### config.mk
export PLATFORM = sky130hd
export DESIGN_NAME = disk_block_allocator_unit
export DESIGN_NICKNAME = d
export VERILOG_FILES = /design/src/hw/rtl/dba_pkg.sv /design/src/hw/rtl/dba_ctrl.sv /design/src/hw/rtl/dba_datapath.sv /design/src/hw/rtl/disk_block_allocator_unit.sv
export SDC_FILE = /design/constraint.sdc
export NUM_CORES = 1
export LEC_CHECK = 0
export BUFFER_PORTS_ARGS = -buffer_cell sky130_fd_sc_hd__buf_2
export CORE_AREA = 8 8 149 151
export DETAILED_ROUTE_END_ITERATION = 12
export DIE_AREA = 0 0 157 159
export PLACE_DENSITY = 0.68
export SETUP_SLACK_MARGIN = 0.1
export SLEW_MARGIN = 20
export SYNTH_ARGS = -nofsm -noshare
export SYNTH_HDL_FRONTEND = slang
export SYNTH_HIERARCHICAL = 1
export SYNTH_SLANG_ARGS = --single-unit
### constraint.sdc
create_clock -name clk -period 4.5 [get_ports clk]
set_clock_uncertainty 0.05 [all_clocks]
set_input_delay 0.675 -clock clk [delete_from_list [all_inputs] [get_ports clk]]
set_output_delay 0.675 -clock clk [all_outputs]
set_load 0.01 [all_outputs]
### src/hw/rtl/dba_pkg.sv
`default_nettype none
// ----------------------------------------------------------------------------
// dba_pkg: shared types and constants for the block allocator
// command codes, result codes, controller states and the control/status
// structs between controller and datapath
// ----------------------------------------------------------------------------
package dba_pkg;

    localparam int unsigned SIZE_W      = 16;
    localparam int unsigned BYTES_W     = 12;
    localparam int unsigned NEED_W      = SIZE_W + 1;
    localparam int unsigned DIV_CNT_W   = 4;
    localparam int unsigned MAX_RESULTS = 32;

    localparam logic [BYTES_W-1:0]   BLOCK_BYTES_RESET = 12'd50;
    localparam logic [DIV_CNT_W-1:0] DIV_LAST          = 4'd15;
    localparam logic [5:0]           COUNT_SAT         = 6'd63;

    typedef enum logic [1:0] {
        CMD_CONTIG  = 2'd0,
        CMD_INDEXED = 2'd1,
        CMD_MARK    = 2'd2
    } command_t;

    typedef enum logic [1:0] {
        RS_ALLOC  = 2'd0,
        RS_NOFIT  = 2'd1,
        RS_MARKED = 2'd2
    } status_t;

    typedef enum logic [2:0] {
        RES_NONE,
        RES_MARK,
        RES_ZERO,
        RES_FAIL,
        RES_RUN,
        RES_TAKE
    } res_kind_t;

    typedef enum logic [3:0] {
        S_IDLE,
        S_DIV,
        S_CALC,
        S_CHECK,
        S_MARK,
        S_RUN,
        S_FILL,
        S_COUNT,
        S_ENOUGH,
        S_TAKE
    } state_t;

    typedef struct packed {
        logic      load;
        logic      div_step;
        logic      calc;
        logic      scan_init;
        logic      scan_step;
        logic      run_step;
        logic      cnt_step;
        res_kind_t emit;
    } dp_cmd_t;

    typedef struct packed {
        logic indexed;
        logic div_done;
        logic need_zero;
        logic need_over;
        logic scan_last;
        logic run_hit;
        logic cur_used;
        logic enough;
        logic take_done;
    } dp_stat_t;

endpackage
`default_nettype wire

### src/hw/rtl/dba_ctrl.sv
`default_nettype none
// ----------------------------------------------------------------------------
// dba_ctrl: allocator sequencer
// steps the datapath through divide, range check, bitmap scans and results
// ----------------------------------------------------------------------------
module dba_ctrl (
    input  wire logic              clk,
    input  wire logic              rst_n,
    input  wire logic              start,
    input  wire logic [1:0]        command,
    input  wire dba_pkg::dp_stat_t stat,
    output      dba_pkg::dp_cmd_t  cmd,
    output      logic              busy
);
    import dba_pkg::*;

    state_t state_reg;
    state_t state_next;

    always_ff @(posedge clk or negedge rst_n)
    begin
        if (!rst_n)
        begin
            state_reg <= S_IDLE;
        end
        else
        begin
            state_reg <= state_next;
        end
    end

    always_comb
    begin
        state_next = state_reg;
        case (state_reg)
            S_IDLE:
            begin
                if (start)
                begin
                    if (command inside {CMD_CONTIG, CMD_INDEXED})
                    begin
                        state_next = S_DIV;
                    end
                    else if (command == CMD_MARK)
                    begin
                        state_next = S_MARK;
                    end
                end
            end
            S_DIV:
            begin
                if (stat.div_done)
                begin
                    state_next = S_CALC;
                end
            end
            S_CALC:
            begin
                state_next = S_CHECK;
            end
            S_CHECK:
            begin
                if (stat.need_zero || stat.need_over)
                begin
                    state_next = S_IDLE;
                end
                else if (stat.indexed)
                begin
                    state_next = S_COUNT;
                end
                else
                begin
                    state_next = S_RUN;
                end
            end
            S_MARK:
            begin
                state_next = S_IDLE;
            end
            S_RUN:
            begin
                if (stat.run_hit)
                begin
                    state_next = S_FILL;
                end
                else if (stat.scan_last)
                begin
                    state_next = S_IDLE;
                end
            end
            S_FILL:
            begin
                state_next = S_IDLE;
            end
            S_COUNT:
            begin
                if (stat.scan_last)
                begin
                    state_next = S_ENOUGH;
                end
            end
            S_ENOUGH:
            begin
                state_next = stat.enough ? S_TAKE : S_IDLE;
            end
            S_TAKE:
            begin
                if (stat.take_done)
                begin
                    state_next = S_IDLE;
                end
            end
            default:
            begin
                state_next = S_IDLE;
            end
        endcase
    end

    always_comb
    begin
        cmd  = '0;
        cmd.emit = RES_NONE;
        busy = (state_reg != S_IDLE);
        case (state_reg)
            S_IDLE:
            begin
                cmd.load = start;
            end
            S_DIV:
            begin
                cmd.div_step = 1'b1;
            end
            S_CALC:
            begin
                cmd.calc = 1'b1;
            end
            S_CHECK:
            begin
                cmd.scan_init = 1'b1;
                if (stat.need_zero)
                begin
                    cmd.emit = RES_ZERO;
                end
                else if (stat.need_over)
                begin
                    cmd.emit = RES_FAIL;
                end
            end
            S_MARK:
            begin
                cmd.emit = RES_MARK;
            end
            S_RUN:
            begin
                cmd.scan_step = 1'b1;
                cmd.run_step  = 1'b1;
                if (!stat.run_hit && stat.scan_last)
                begin
                    cmd.emit = RES_FAIL;
                end
            end
            S_FILL:
            begin
                cmd.emit = RES_RUN;
            end
            S_COUNT:
            begin
                cmd.scan_step = 1'b1;
                cmd.cnt_step  = 1'b1;
            end
            S_ENOUGH:
            begin
                // second pass starts from block 0
                cmd.scan_init = 1'b1;
                if (!stat.enough)
                begin
                    cmd.emit = RES_FAIL;
                end
            end
            S_TAKE:
            begin
                cmd.scan_step = 1'b1;
                if (!stat.cur_used)
                begin
                    cmd.emit = RES_TAKE;
                end
            end
            default:
            begin
                cmd.emit = RES_NONE;
            end
        endcase
    end

endmodule
`default_nettype wire

### src/hw/rtl/dba_datapath.sv
`default_nettype none
// ----------------------------------------------------------------------------
// dba_datapath: bitmap, block-size register, divider and scan counters
// restoring divider one quotient bit per cycle, bitmap scanned one block per cycle
// ----------------------------------------------------------------------------
module dba_datapath #(
    parameter int BLOCK_TOTAL = 32
) (
    input  wire logic                            clk,
    input  wire logic                            rst_n,
    input  wire logic                            cfg_we,
    input  wire logic [dba_pkg::BYTES_W-1:0]     cfg_wdata,
    input  wire logic [1:0]                      command,
    input  wire logic [dba_pkg::SIZE_W-1:0]      file_size,
    input  wire logic [4:0]                      block_index,
    input  wire dba_pkg::dp_cmd_t                cmd,
    output      dba_pkg::dp_stat_t               stat,
    output      logic                            result_strobe,
    output      logic [1:0]                      status,
    output      logic [4:0]                      block_number,
    output      logic [4:0]                      entry_index,
    output      logic [5:0]                      block_count,
    output      logic                            last
);
    import dba_pkg::*;

    localparam int IW = $clog2(BLOCK_TOTAL);
    localparam int CW = $clog2(BLOCK_TOTAL + 1);

    logic [BYTES_W-1:0]     block_bytes_reg;
    logic [BLOCK_TOTAL-1:0] map_reg;
    logic [BLOCK_TOTAL-1:0] map_next;
    logic                   indexed_reg;
    logic                   size_zero_reg;
    logic [4:0]             idx_reg;
    logic [SIZE_W-1:0]      quot_reg;
    logic [BYTES_W-1:0]     rem_reg;
    logic [DIV_CNT_W-1:0]   div_cnt_reg;
    logic [NEED_W-1:0]      need_reg;
    logic [IW-1:0]          scan_reg;
    logic [CW-1:0]          run_reg;
    logic [IW-1:0]          start_reg;
    logic [CW-1:0]          free_cnt_reg;
    logic [CW-1:0]          k_reg;

    logic                   strobe_reg;
    logic [1:0]             status_reg;
    logic [4:0]             number_reg;
    logic [4:0]             entry_reg;
    logic [5:0]             count_reg;
    logic                   last_reg;

    logic [BYTES_W:0]       trial;
    logic                   trial_ge;
    logic                   cur_used;
    logic [CW-1:0]          run_inc;
    logic [CW-1:0]          k_inc;
    logic                   idx_ok;
    logic [5:0]             count_sat;
    logic [BLOCK_TOTAL-1:0] run_mask;
    logic [1:0]             res_status;
    logic [4:0]             res_number;
    logic [4:0]             res_entry;
    logic [5:0]             res_count;
    logic                   res_last;

    // divider step: shift in next dividend bit, subtract when it fits
    assign trial    = {rem_reg, quot_reg[SIZE_W-1]};
    assign trial_ge = (trial >= {1'b0, block_bytes_reg});

    assign cur_used  = map_reg[scan_reg];
    assign run_inc   = run_reg + 1'b1;
    assign k_inc     = k_reg + 1'b1;
    assign idx_ok    = ({27'd0, idx_reg} < BLOCK_TOTAL);
    assign count_sat = (need_reg > NEED_W'(COUNT_SAT)) ? COUNT_SAT : need_reg[5:0];
    assign run_mask  = (~({BLOCK_TOTAL{1'b1}} << need_reg)) << start_reg;

    always_comb
    begin
        stat.indexed   = indexed_reg;
        stat.div_done  = (div_cnt_reg == DIV_LAST);
        stat.need_zero = (need_reg == '0);
        stat.need_over = (need_reg > NEED_W'(BLOCK_TOTAL))
                      || (need_reg > NEED_W'(MAX_RESULTS));
        stat.scan_last = (scan_reg == IW'(BLOCK_TOTAL - 1));
        stat.run_hit   = !cur_used && (NEED_W'(run_inc) == need_reg);
        stat.cur_used  = cur_used;
        stat.enough    = (NEED_W'(free_cnt_reg) >= need_reg);
        stat.take_done = !cur_used && (NEED_W'(k_inc) == need_reg);
    end

    always_comb
    begin
        map_next = map_reg;
        case (cmd.emit)
            RES_MARK:
            begin
                if (idx_ok)
                begin
                    map_next = map_reg | (BLOCK_TOTAL'(1) << idx_reg);
                end
            end
            RES_RUN:
            begin
                map_next = map_reg | run_mask;
            end
            RES_TAKE:
            begin
                map_next = map_reg | (BLOCK_TOTAL'(1) << scan_reg);
            end
            default:
            begin
                map_next = map_reg;
            end
        endcase
    end

    always_comb
    begin
        res_status = RS_ALLOC;
        res_number = '0;
        res_entry  = '0;
        res_count  = '0;
        res_last   = 1'b1;
        case (cmd.emit)
            RES_MARK:
            begin
                res_status = idx_ok ? RS_MARKED : RS_NOFIT;
                res_number = idx_reg;
            end
            RES_FAIL:
            begin
                res_status = RS_NOFIT;
                res_count  = count_sat;
            end
            RES_RUN:
            begin
                res_number = 5'(start_reg);
                res_count  = count_sat;
            end
            RES_TAKE:
            begin
                res_number = 5'(scan_reg);
                res_entry  = 5'(k_reg);
                res_count  = count_sat;
                res_last   = stat.take_done;
            end
            default:
            begin
                res_status = RS_ALLOC;
            end
        endcase
    end

    always_ff @(posedge clk or negedge rst_n)
    begin
        if (!rst_n)
        begin
            block_bytes_reg <= BLOCK_BYTES_RESET;
            map_reg         <= '0;
            strobe_reg      <= 1'b0;
        end
        else
        begin
            if (cfg_we)
            begin
                block_bytes_reg <= cfg_wdata;
            end
            map_reg    <= map_next;
            strobe_reg <= (cmd.emit != RES_NONE);
        end
    end

    always_ff @(posedge clk)
    begin
        if (cmd.load)
        begin
            indexed_reg   <= (command == CMD_INDEXED);
            size_zero_reg <= (file_size == '0);
            idx_reg       <= block_index;
            quot_reg      <= file_size;
            rem_reg       <= '0;
            div_cnt_reg   <= '0;
        end
        if (cmd.div_step)
        begin
            quot_reg    <= {quot_reg[SIZE_W-2:0], trial_ge};
            rem_reg     <= trial_ge ? BYTES_W'(trial - {1'b0, block_bytes_reg})
                                    : trial[BYTES_W-1:0];
            div_cnt_reg <= div_cnt_reg + 1'b1;
        end
        if (cmd.calc)
        begin
            if (size_zero_reg)
            begin
                need_reg <= '0;
            end
            else if (block_bytes_reg == '0)
            begin
                need_reg <= '1;
            end
            else
            begin
                // round up when a remainder is left
                need_reg <= {1'b0, quot_reg} + NEED_W'(rem_reg != '0);
            end
        end
        if (cmd.scan_init)
        begin
            scan_reg     <= '0;
            run_reg      <= '0;
            start_reg    <= '0;
            free_cnt_reg <= '0;
            k_reg        <= '0;
        end
        if (cmd.scan_step)
        begin
            scan_reg <= scan_reg + 1'b1;
        end
        if (cmd.run_step)
        begin
            run_reg <= cur_used ? '0 : run_inc;
            if (!cur_used && run_reg == '0)
            begin
                start_reg <= scan_reg;
            end
        end
        if (cmd.cnt_step && !cur_used)
        begin
            free_cnt_reg <= free_cnt_reg + 1'b1;
        end
        if (cmd.emit == RES_TAKE)
        begin
            k_reg <= k_inc;
        end
        if (cmd.emit != RES_NONE)
        begin
            status_reg <= res_status;
            number_reg <= res_number;
            entry_reg  <= res_entry;
            count_reg  <= res_count;
            last_reg   <= res_last;
        end
    end

    assign result_strobe = strobe_reg;
    assign status        = status_reg;
    assign block_number  = number_reg;
    assign entry_index   = entry_reg;
    assign block_count   = count_reg;
    assign last          = last_reg;

endmodule
`default_nettype wire

### src/hw/rtl/disk_block_allocator_unit.sv
`default_nettype none
// allocate time is set by the divider and the one-block-per-cycle bitmap scans:
//   one scan for contiguous allocation, two scans for indexed allocation
// throughput: one item at a time, busy high until its last result beat is issued
// reset: asynchronous, clears the bitmap and loads block_bytes with 50
// results come out for one cycle each on result_strobe; there is no stall
// ----------------------------------------------------------------------------
// disk_block_allocator_unit: bitmap block allocator
// contiguous first-fit and indexed allocation, and block marking, over a used/free block bitmap
// ----------------------------------------------------------------------------
module disk_block_allocator_unit #(
    parameter int BLOCK_TOTAL = 32
) (
    input  wire logic        clk,
    input  wire logic        rst_n,
    input  wire logic        cfg_we,
    input  wire logic [11:0] cfg_wdata,
    input  wire logic        start,
    output      logic        busy,
    input  wire logic [1:0]  command,
    input  wire logic [15:0] file_size,
    input  wire logic [4:0]  block_index,
    output      logic        result_strobe,
    output      logic [1:0]  status,
    output      logic [4:0]  block_number,
    output      logic [4:0]  entry_index,
    output      logic [5:0]  block_count,
    output      logic        last
);
    import dba_pkg::*;

    dp_cmd_t  cmd;
    dp_stat_t stat;

    dba_ctrl u_ctrl (
        .clk     (clk),
        .rst_n   (rst_n),
        .start   (start),
        .command (command),
        .stat    (stat),
        .cmd     (cmd),
        .busy    (busy)
    );

    dba_datapath #(
        .BLOCK_TOTAL (BLOCK_TOTAL)
    ) u_datapath (
        .clk           (clk),
        .rst_n         (rst_n),
        .cfg_we        (cfg_we),
        .cfg_wdata     (cfg_wdata),
        .command       (command),
        .file_size     (file_size),
        .block_index   (block_index),
        .cmd           (cmd),
        .stat          (stat),
        .result_strobe (result_strobe),
        .status        (status),
        .block_number  (block_number),
        .entry_index   (entry_index),
        .block_count   (block_count),
        .last          (last)
    );

endmodule
`default_nettype wire

== Yosys cells after proc, flatten, opt, wreduce, memory -nomap -nowiden ==
Cells that the tools add are included.
Storage, ports and cells
  register bits after elaboration: 152
  latch bits: 0
  memory bits (writable): 0
  bits in read-only memories: 0
  input bits: 39
  output and inout bits: 21
  word-level logic and storage cells: 143
  memories kept: 0
Operators by class
  $add $sub $neg: 7
  multipliers: 0
  div/mod/pow operators: 0
  $lt $le $gt $ge: 5
  eq/ne operators: 25
  shift operators: 4
  muxes and demuxes: 49
  bitwise gates (word level): 4
  reduce and logical (&&, ||, !) cells: 28
Operator list (count)
  OR 32 bit: 3
  case mux 32 bit (3 select lines): 1
  left shift 1 x 5 -> 32 bit (first input constant): 2
  2-to-1 mux 4 bit: 12
  2-to-1 mux 12 bit: 3
  2-to-1 mux 6 bit: 6
  == test 6 x 17 -> 1 bit: 2
  > comparator 17 x 6 -> 1 bit (second input constant): 2
  2-to-1 mux 16 bit: 2
  inverter 32 bit: 1
  case mux 4 bit (8 select lines): 1
  left shift 32 x 17 -> 32 bit (first input constant): 1
  left shift 32 x 5 -> 32 bit: 1
  2-to-1 mux 5 bit: 5
  adder 6 x 1 -> 6 bit (second input constant): 3
  case mux 3 bit (6 select lines): 1
  adder 16 x 1 -> 17 bit: 1
  greater-or-equal comparator 6 x 17 -> 1 bit: 1
  zero test 17 bit: 1
  2-to-1 mux 17 bit: 1
  == test 4 x 3 -> 1 bit (second input constant): 4
  zero test 16 bit: 1
  case mux 5 bit (3 select lines): 1
  greater-or-equal comparator 13 x 12 -> 1 bit: 1
  35 further kinds: 65

== Logic depth before layout (Yosys ltp) ==
Gate-level depths: netlist (run 1).
  word-level depth: 10
  depth in mapped cells: 20
  mapped depth without buffers: 19

== Cells and area by module ==
The synthesis (run 1) kept the hierarchy.
By module, submodules not included
  dba_datapath: times used 1, cells an instance 930, area each 9148.8 µm², seq. area each 4172.8 µm²
  dba_ctrl: times used 1, cells an instance 70, area each 544.3 µm², seq. area each 100.1 µm²

== Worst setup path after synthesis (run 1) ==
OpenSTA, ideal clock, no wires.
  path type: reg-to-reg
  from: reg u_datapath.scan_reg[0]
  to: reg u_datapath.map_reg[24]
  library setup time: 0.126 ns
  arrival: 4.038 ns
  required time: 4.324 ns
  slack: 0.286 ns
  cell stages (with the launch flop): 20
  path buffers: 2
  clock period less this slack: 4.214 ns
  cell sequence: edfxtp_1 -> buf_4 -> mux4_2 -> mux2i_1 -> mux2i_1 -> or2_1 -> nand2_2 -> nand2b_1 -> nor4_1 -> nor3_1 -> a21oi_1 -> o21ai_0 -> and3b_1 -> clkbuf_1 -> nor3_1 -> nor2_1 -> nor2_1 -> a21o_1 -> a311o_1 -> o32a_1
RTL lines
  start, declared: RTL line dba_datapath.sv:40  | logic [IW-1:0] scan_reg;
  start signal, assigned: RTL line dba_datapath.sv:218  | scan_reg <= scan_reg + 1'b1;
  end signal, assigned: RTL line dba_datapath.sv:169  | map_reg <= map_next;
  end, declared: RTL line dba_datapath.sv:31  | logic [BLOCK_TOTAL-1:0] map_reg;

==> results.toml, run 1 <==
[timing]
slew_headroom_pct = 33.3
setup-violations-final = 0
post-route-period-util_pct = 93.3
hold_violations = 0
fmax_mhz = 238
whs_ns = 0.304
worst_slew_pin_slew_ns = 0.975
period_needed_ns = 4.20
rsz0062_at_grt = "no"
slew_viol_final = 0

[cts]
cts_hold_buf = 0
cts_made_buffers = 17
clock_latency_ns = 0.43
cts_max_level = 4
cts_tree = "built"
cts_buffer_depth = 2
cts.sinks = 152
cts-root-buf = "clkbuf_16"
clk_pin_slew_worst_paths_ns = 0.06

[setup_path]
worstSetupEndpointType = "register"
arrival_ns = 4.46
endpoint = "u_datapath/map_reg[24]"
critPathTopFamily = "compound AO/OA/AOI/OAI gates"
critPathRequiredTime_ns = 4.76
reg2reg_depth = 18
worst-path-buf-inv = 2
cp-start-kind = "register"
path_class = "reg -> reg"
rr_endpoint = "u_datapath/map_reg[24]"
cp_cell_sequence = "buf_6 -> mux4_2 -> mux2i_1 -> mux2_2 -> nand2_1 -> nand2_4 -> nand2b_4 -> nor4_4 -> nor3_1 -> a21oi_2 -> o21ai_2 -> nand3b_1 -> buf_4 -> mux2i_4 -> nor2_2 -> a21o_1 -> a311o_1 -> o32a_1"
path_depth = 18
rrSetupSlack_ns = 0.30
cpMaxStageDelayCell = "mux4_2"
startpoint = "u_datapath/scan_reg[0]"
reg2reg_from = "u_datapath/scan_reg[0]"
crit_path_max_incr_delay_ns = 0.49
cp_max_fo = 7

[floorplanning]
core-area_um2 = 19800
start_util_pct = 48.8
die_w_um = 157
core.rowCount = 52
die-area_um2 = 25000
io_pins = 60
die_y_um = 159

[place]
place_area_um2 = 10400
numPortBuffers = 59
hpwlAfterDp_um = 19000
place_congestion = 0.980

[logic_synthesis]
syn-instance-count = 1000
ys_async_sr_fraction_pct = 32.2
synth_warnings = 6
yosysTopAreaCell = "edfxtp_1"
synth_cell_types = 90
synth_fp_nets = 1067
post-synth-top-count-cell = "nor2_1"
synthTopCellsByArea = "edfxtp_1 (30%), dfrtp_1 (12%), nor2_1 (3.9%)"
ys_top_cells_by_count = "nor2_1 (101), edfxtp_1 (98), a21oi_1 (75), nand2_1 (75), o21ai_0 (59)"
synth_top_area_share_pct = 30.4
synth_area_um2 = 9690
synth_ff_type = "edfxtp_1"
synth_seq_cells = 152
syn_avg_cell_area_um2 = 9.69
seq_area_frac_synth_pct = 44.1
synth_edf_count = 98

[route]
firstDrtPassIters = 5
post-route-drc-count = 0
wl_per_cell_um = 19.2
drtAntennaViolNets = 0
viasPerCell = 6.09
routed_wirelength_um = 25900
dr_total_vias = 8219
drtIter0Drc = 734

[power]
ir_drop_v = 0.000418
leakage_uw = 0.00427
cellPowerDensity_nw_per_um2 = 655

[layout]
final_area_um2 = 11100
n_antenna_cell = 0
largest_reg_flops = 32
area_growth_pct = 14.6
final_layout_size_suffix_gt1_share_pct = 18.9
nFillCells = 1726
fin_nets = 1134
fin_util_pct = 56.0

[global_route]
grt_pass1_wl_um = 42400
grt_max_degree = 50
grt.overflow.total = 0
grt_usage_pct = 21.1
grt_pass1_vias = 8059
antenna_found_initial = 0

[status]
status = "finished, final reports clean"

[worst_hold_path]
hp-class = "in -> async"

[job]
drv_cap = 0
[report_power, final]
group	internal, uW	switching, uW
clock network	929	582
logic	1280	1840
registers	2190	464
[worst min-delay path by stage]
stage / start / end / slack (ns) / depth (start not counted)
after floorplan: rst_n / u_ctrl/state_reg[0] / 0.33 / 0
after global placement: u_datapath/map_reg[16] / u_datapath/map_reg[16] / 0.39 / 1
after detailed placement: u_datapath/map_reg[16] / u_datapath/map_reg[16] / 0.40 / 1
after CTS: rst_n / u_datapath/map_reg[18] / 0.33 / 2
after global routing: rst_n / u_datapath/map_reg[5] / 0.36 / 2
final: rst_n / u_datapath/map_reg[5] / 0.30 / 2
[what timing repair did]
action | in CTS | in global routing
buffers inserted | 1 | 1
setup endpoints to repair | 32 | 29
pin swaps | 2 | 2
hold endpoints to repair | 0 | 0
resized for setup | 4 | 12
gates cloned | 0 | 0
[per-stage QoR]
step / cells / setup TNS [ns] / power [uW] / setup slack, ns
final: 1350 / 0 / 7280 / 0.301
after global routing: 1350 / 0 / 7750 / 0.117
after CTS: 1349 / 0 / 7230 / 0.122
after detailed placement: 1316 / -2.18 / 5680 / -0.224
after global placement: 1316 / -0.0135 / 5650 / -0.0135
after floorplan: 1000 / 0 / 4790 / 0.286
[metal layers]
metal	vias to the layer above	GRT usage (%)	routed length [um]
li1	3860	-	-
met1	3938	28.1	11300
met2	362	33.4	12000
met3	59	4.02	1960
met4	0	8.17	640
met5	-	0	0
[layout by cell type (no fill, tap or decap), drive strengths merged, types with 23 or more instances in the layout]
cell	count
ha	27
a21oi	78
dfrtp	46
xnor2	27
nor2	105
inv	38
nand3	40
nand2	76
edfxtp	98
o21ai	61
mux2	23
buf	103
[layout make-up]
class	count	area, um^2	area share [%]
Multi-Input combinational cell	756	5120	46.1
Sequential cell	152	4270	38.5
Timing Repair Buffer	103	629	5.66
Clock buffer	20	437	3.93
Tap cell	270	338	3.04
Clock inverter	12	174	1.57
Inverter	37	139	1.25
[cell families (layout without fill, tap and decap cells)]
| family | Yosys count | count (layout) | synth area share [%] |
|---|---|---|---|
| flip-flops | 152 | 152 | 44.1 |
| AO/OA/AOI/OAI | 278 | 278 | 19.0 |
| adder cells (fa/ha/maj) | 29 | 29 | 3.79 |
| AND/OR/NAND/NOR | 354 | 354 | 19.0 |
| XOR/XNOR | 49 | 49 | 4.43 |
| buffers and inverters | 92 | 172 | 3.90 |
| multiplexers | 46 | 46 | 5.82 |
(Power assumes the default switching activity.)
==> run 2: changes to the inputs <==
- REMOVE_ABC_BUFFERS: unset -> 1
==> results.toml, run 2 (synthesis results as in run 1) <==
[route]
wl_per_cell_um = 19.7
drtIter0Drc = 787
routed_wirelength_um = 26600
dr_total_vias = 8139
firstDrtPassIters = 5
post-route-drc-count = 0
drtAntennaViolNets = 0
viasPerCell = 6.04

[setup_path]
worstSetupEndpointType = "register"
path_depth = 18
startpoint = "u_datapath/scan_reg[0]"
crit_path_max_incr_delay_ns = 0.49
critPathTopFamily = "compound AO/OA/AOI/OAI gates"
reg2reg_depth = 18
worst-path-buf-inv = 4
arrival_ns = 4.38
rrSetupSlack_ns = 0.37
endpoint = "u_datapath/map_reg[24]"
path_class = "reg -> reg"
reg2reg_from = "u_datapath/scan_reg[0]"
cpMaxStageDelayCell = "mux4_2"
cp-start-kind = "register"
critPathRequiredTime_ns = 4.75
cp_cell_sequence = "buf_6 -> mux2i_1 -> mux4_2 -> mux2_2 -> nand2_1 -> nand2_4 -> inv_1 -> inv_1 -> a31oi_1 -> o32a_1 -> nand2_2 -> nand3b_1 -> buf_4 -> mux2i_4 -> nor2_2 -> a21o_1 -> a311o_1 -> o32a_1"
rr_endpoint = "u_datapath/map_reg[24]"
cp_max_fo = 7

[cts]
cts.sinks = 152
cts_tree = "built"
clk_pin_slew_worst_paths_ns = 0.07
cts_buffer_depth = 2
cts-root-buf = "clkbuf_16"
cts_hold_buf = 0
cts_max_level = 4
cts_made_buffers = 17
clock_latency_ns = 0.43

[global_route]
antenna_found_initial = 0
grt_usage_pct = 21.3
grt_pass1_vias = 7828
grt.overflow.total = 0
grt_pass1_wl_um = 42000
grt_max_degree = 34

[layout]
final_cell_mix = "nor2_1 (100), edfxtp_1 (98), nand2_1 (74)"
fin_util_pct = 55.6
largest_reg_flops = 32
final_common_cell = "nor2_1"
nFillCells = 1748
fin_nets = 1132
seqCellArea_um2 = 4270
final_layout_size_suffix_gt1_share_pct = 18.8
multi_input_area_um2 = 5110
n_antenna_cell = 0
area_growth_pct = 13.8

[floorplanning]
core.rowCount = 52
die_w_um = 157
die-area_um2 = 25000
core-area_um2 = 19800
start_util_pct = 48.8
die_y_um = 159
io_pins = 60

[timing]
rsz0062_at_grt = "no"
finalSetupTns_ns = 0
setup_ws_ns = 0.371
slew_headroom_pct = 29.4
post-route-period-util_pct = 91.8
hold_violations = 0
period_needed_ns = 4.13
setup-violations-final = 0
worst_slew_pin_slew_ns = 1.03
fmax_mhz = 242
slew_viol_final = 0

[power]
leakage_uw = 0.00422
cellPowerDensity_nw_per_um2 = 648
ir_drop_v = 0.000372

[place]
place_congestion = 0.975
post-place-ws_ns = 0.117
hpwlAfterDp_um = 19500
numPortBuffers = 59

[worst_hold_path]
hp-class = "in -> async"

[job]
drv_cap = 0

[status]
status = "finished, final reports clean"
-- run 2: cell types whose count changed in the layout (fill, tap and decap cells not counted), sizes merged --
cell	before	now
bufinv	4	1
clkinvlp	0	4
buf	103	101
clkinv	7	6
clkbuf	20	18
inv	38	40
-- run 2: worst register-to-register path: cells and delay by family, from the launching register on --
kind	cells	cell delay (ns)
compound gates	5	1.22
mux	4	1.20
simple gates	5	0.62
buf+inv	4	0.48
flops	1	0.46
-- run 2: power by group --
group / switching (uW) / internal, uW
logic: 1840 / 1280
registers: 476 / 2190
clock network: 599 / 763
total: 2920 / 4230
-- run 2: worst min-delay path by stage --
stage | startpoint | endpoint | cells after the start
after global placement | u_datapath/map_reg[16] | u_datapath/map_reg[16] | 1
after CTS | rst_n | u_ctrl/state_reg[3] | 1
after detailed placement | u_datapath/map_reg[16] | u_datapath/map_reg[16] | 1
after global routing | rst_n | u_ctrl/state_reg[3] | 1
final | rst_n | u_ctrl/state_reg[3] | 1
after floorplan | rst_n | u_ctrl/state_reg[0] | 0
-- run 2: area by class of cell --
class	count	area share, %
flip-flops and latches	152	38.7
well taps	270	3.06
inverters	37	1.26
clock buffers	18	3.89
multi-input cells	756	46.4
repair buffers	101	5.57
clock inverters	14	1.11
-- run 2: metrics by stage --
stage / cell area [um^2] / power [uW] / hold WS [ns] / std cells
after CTS: 10900 / 7090 / 0.118 / 1345
after floorplan: 9450 / 4690 / 0.329 / 945
final: 11000 / 7150 / 0.124 / 1348
after detailed placement: 10400 / 5690 / 0.405 / 1313
after global routing: 11000 / 7600 / 0.154 / 1348
after global placement: 10400 / 5650 / 0.410 / 1313
-- run 2: layer usage --
layer / part of all wire (%) / up-vias / track usage, %
li1: - / 3865 / -
met2: 47 / 347 / 33.4
met5: 0 / - / 0
met1: 44 / 3876 / 28.5
met4: 2.6 / 0 / 8.44
met3: 6.5 / 51 / 4.26
-- run 2: timing repair --
item	CTS	global route
gates resized for setup	1	15
pin swaps	0	3
gates cloned	0	0
hold endpoints to repair	0	0
endpoints found under the setup margin	1	51
buffers inserted	0	3
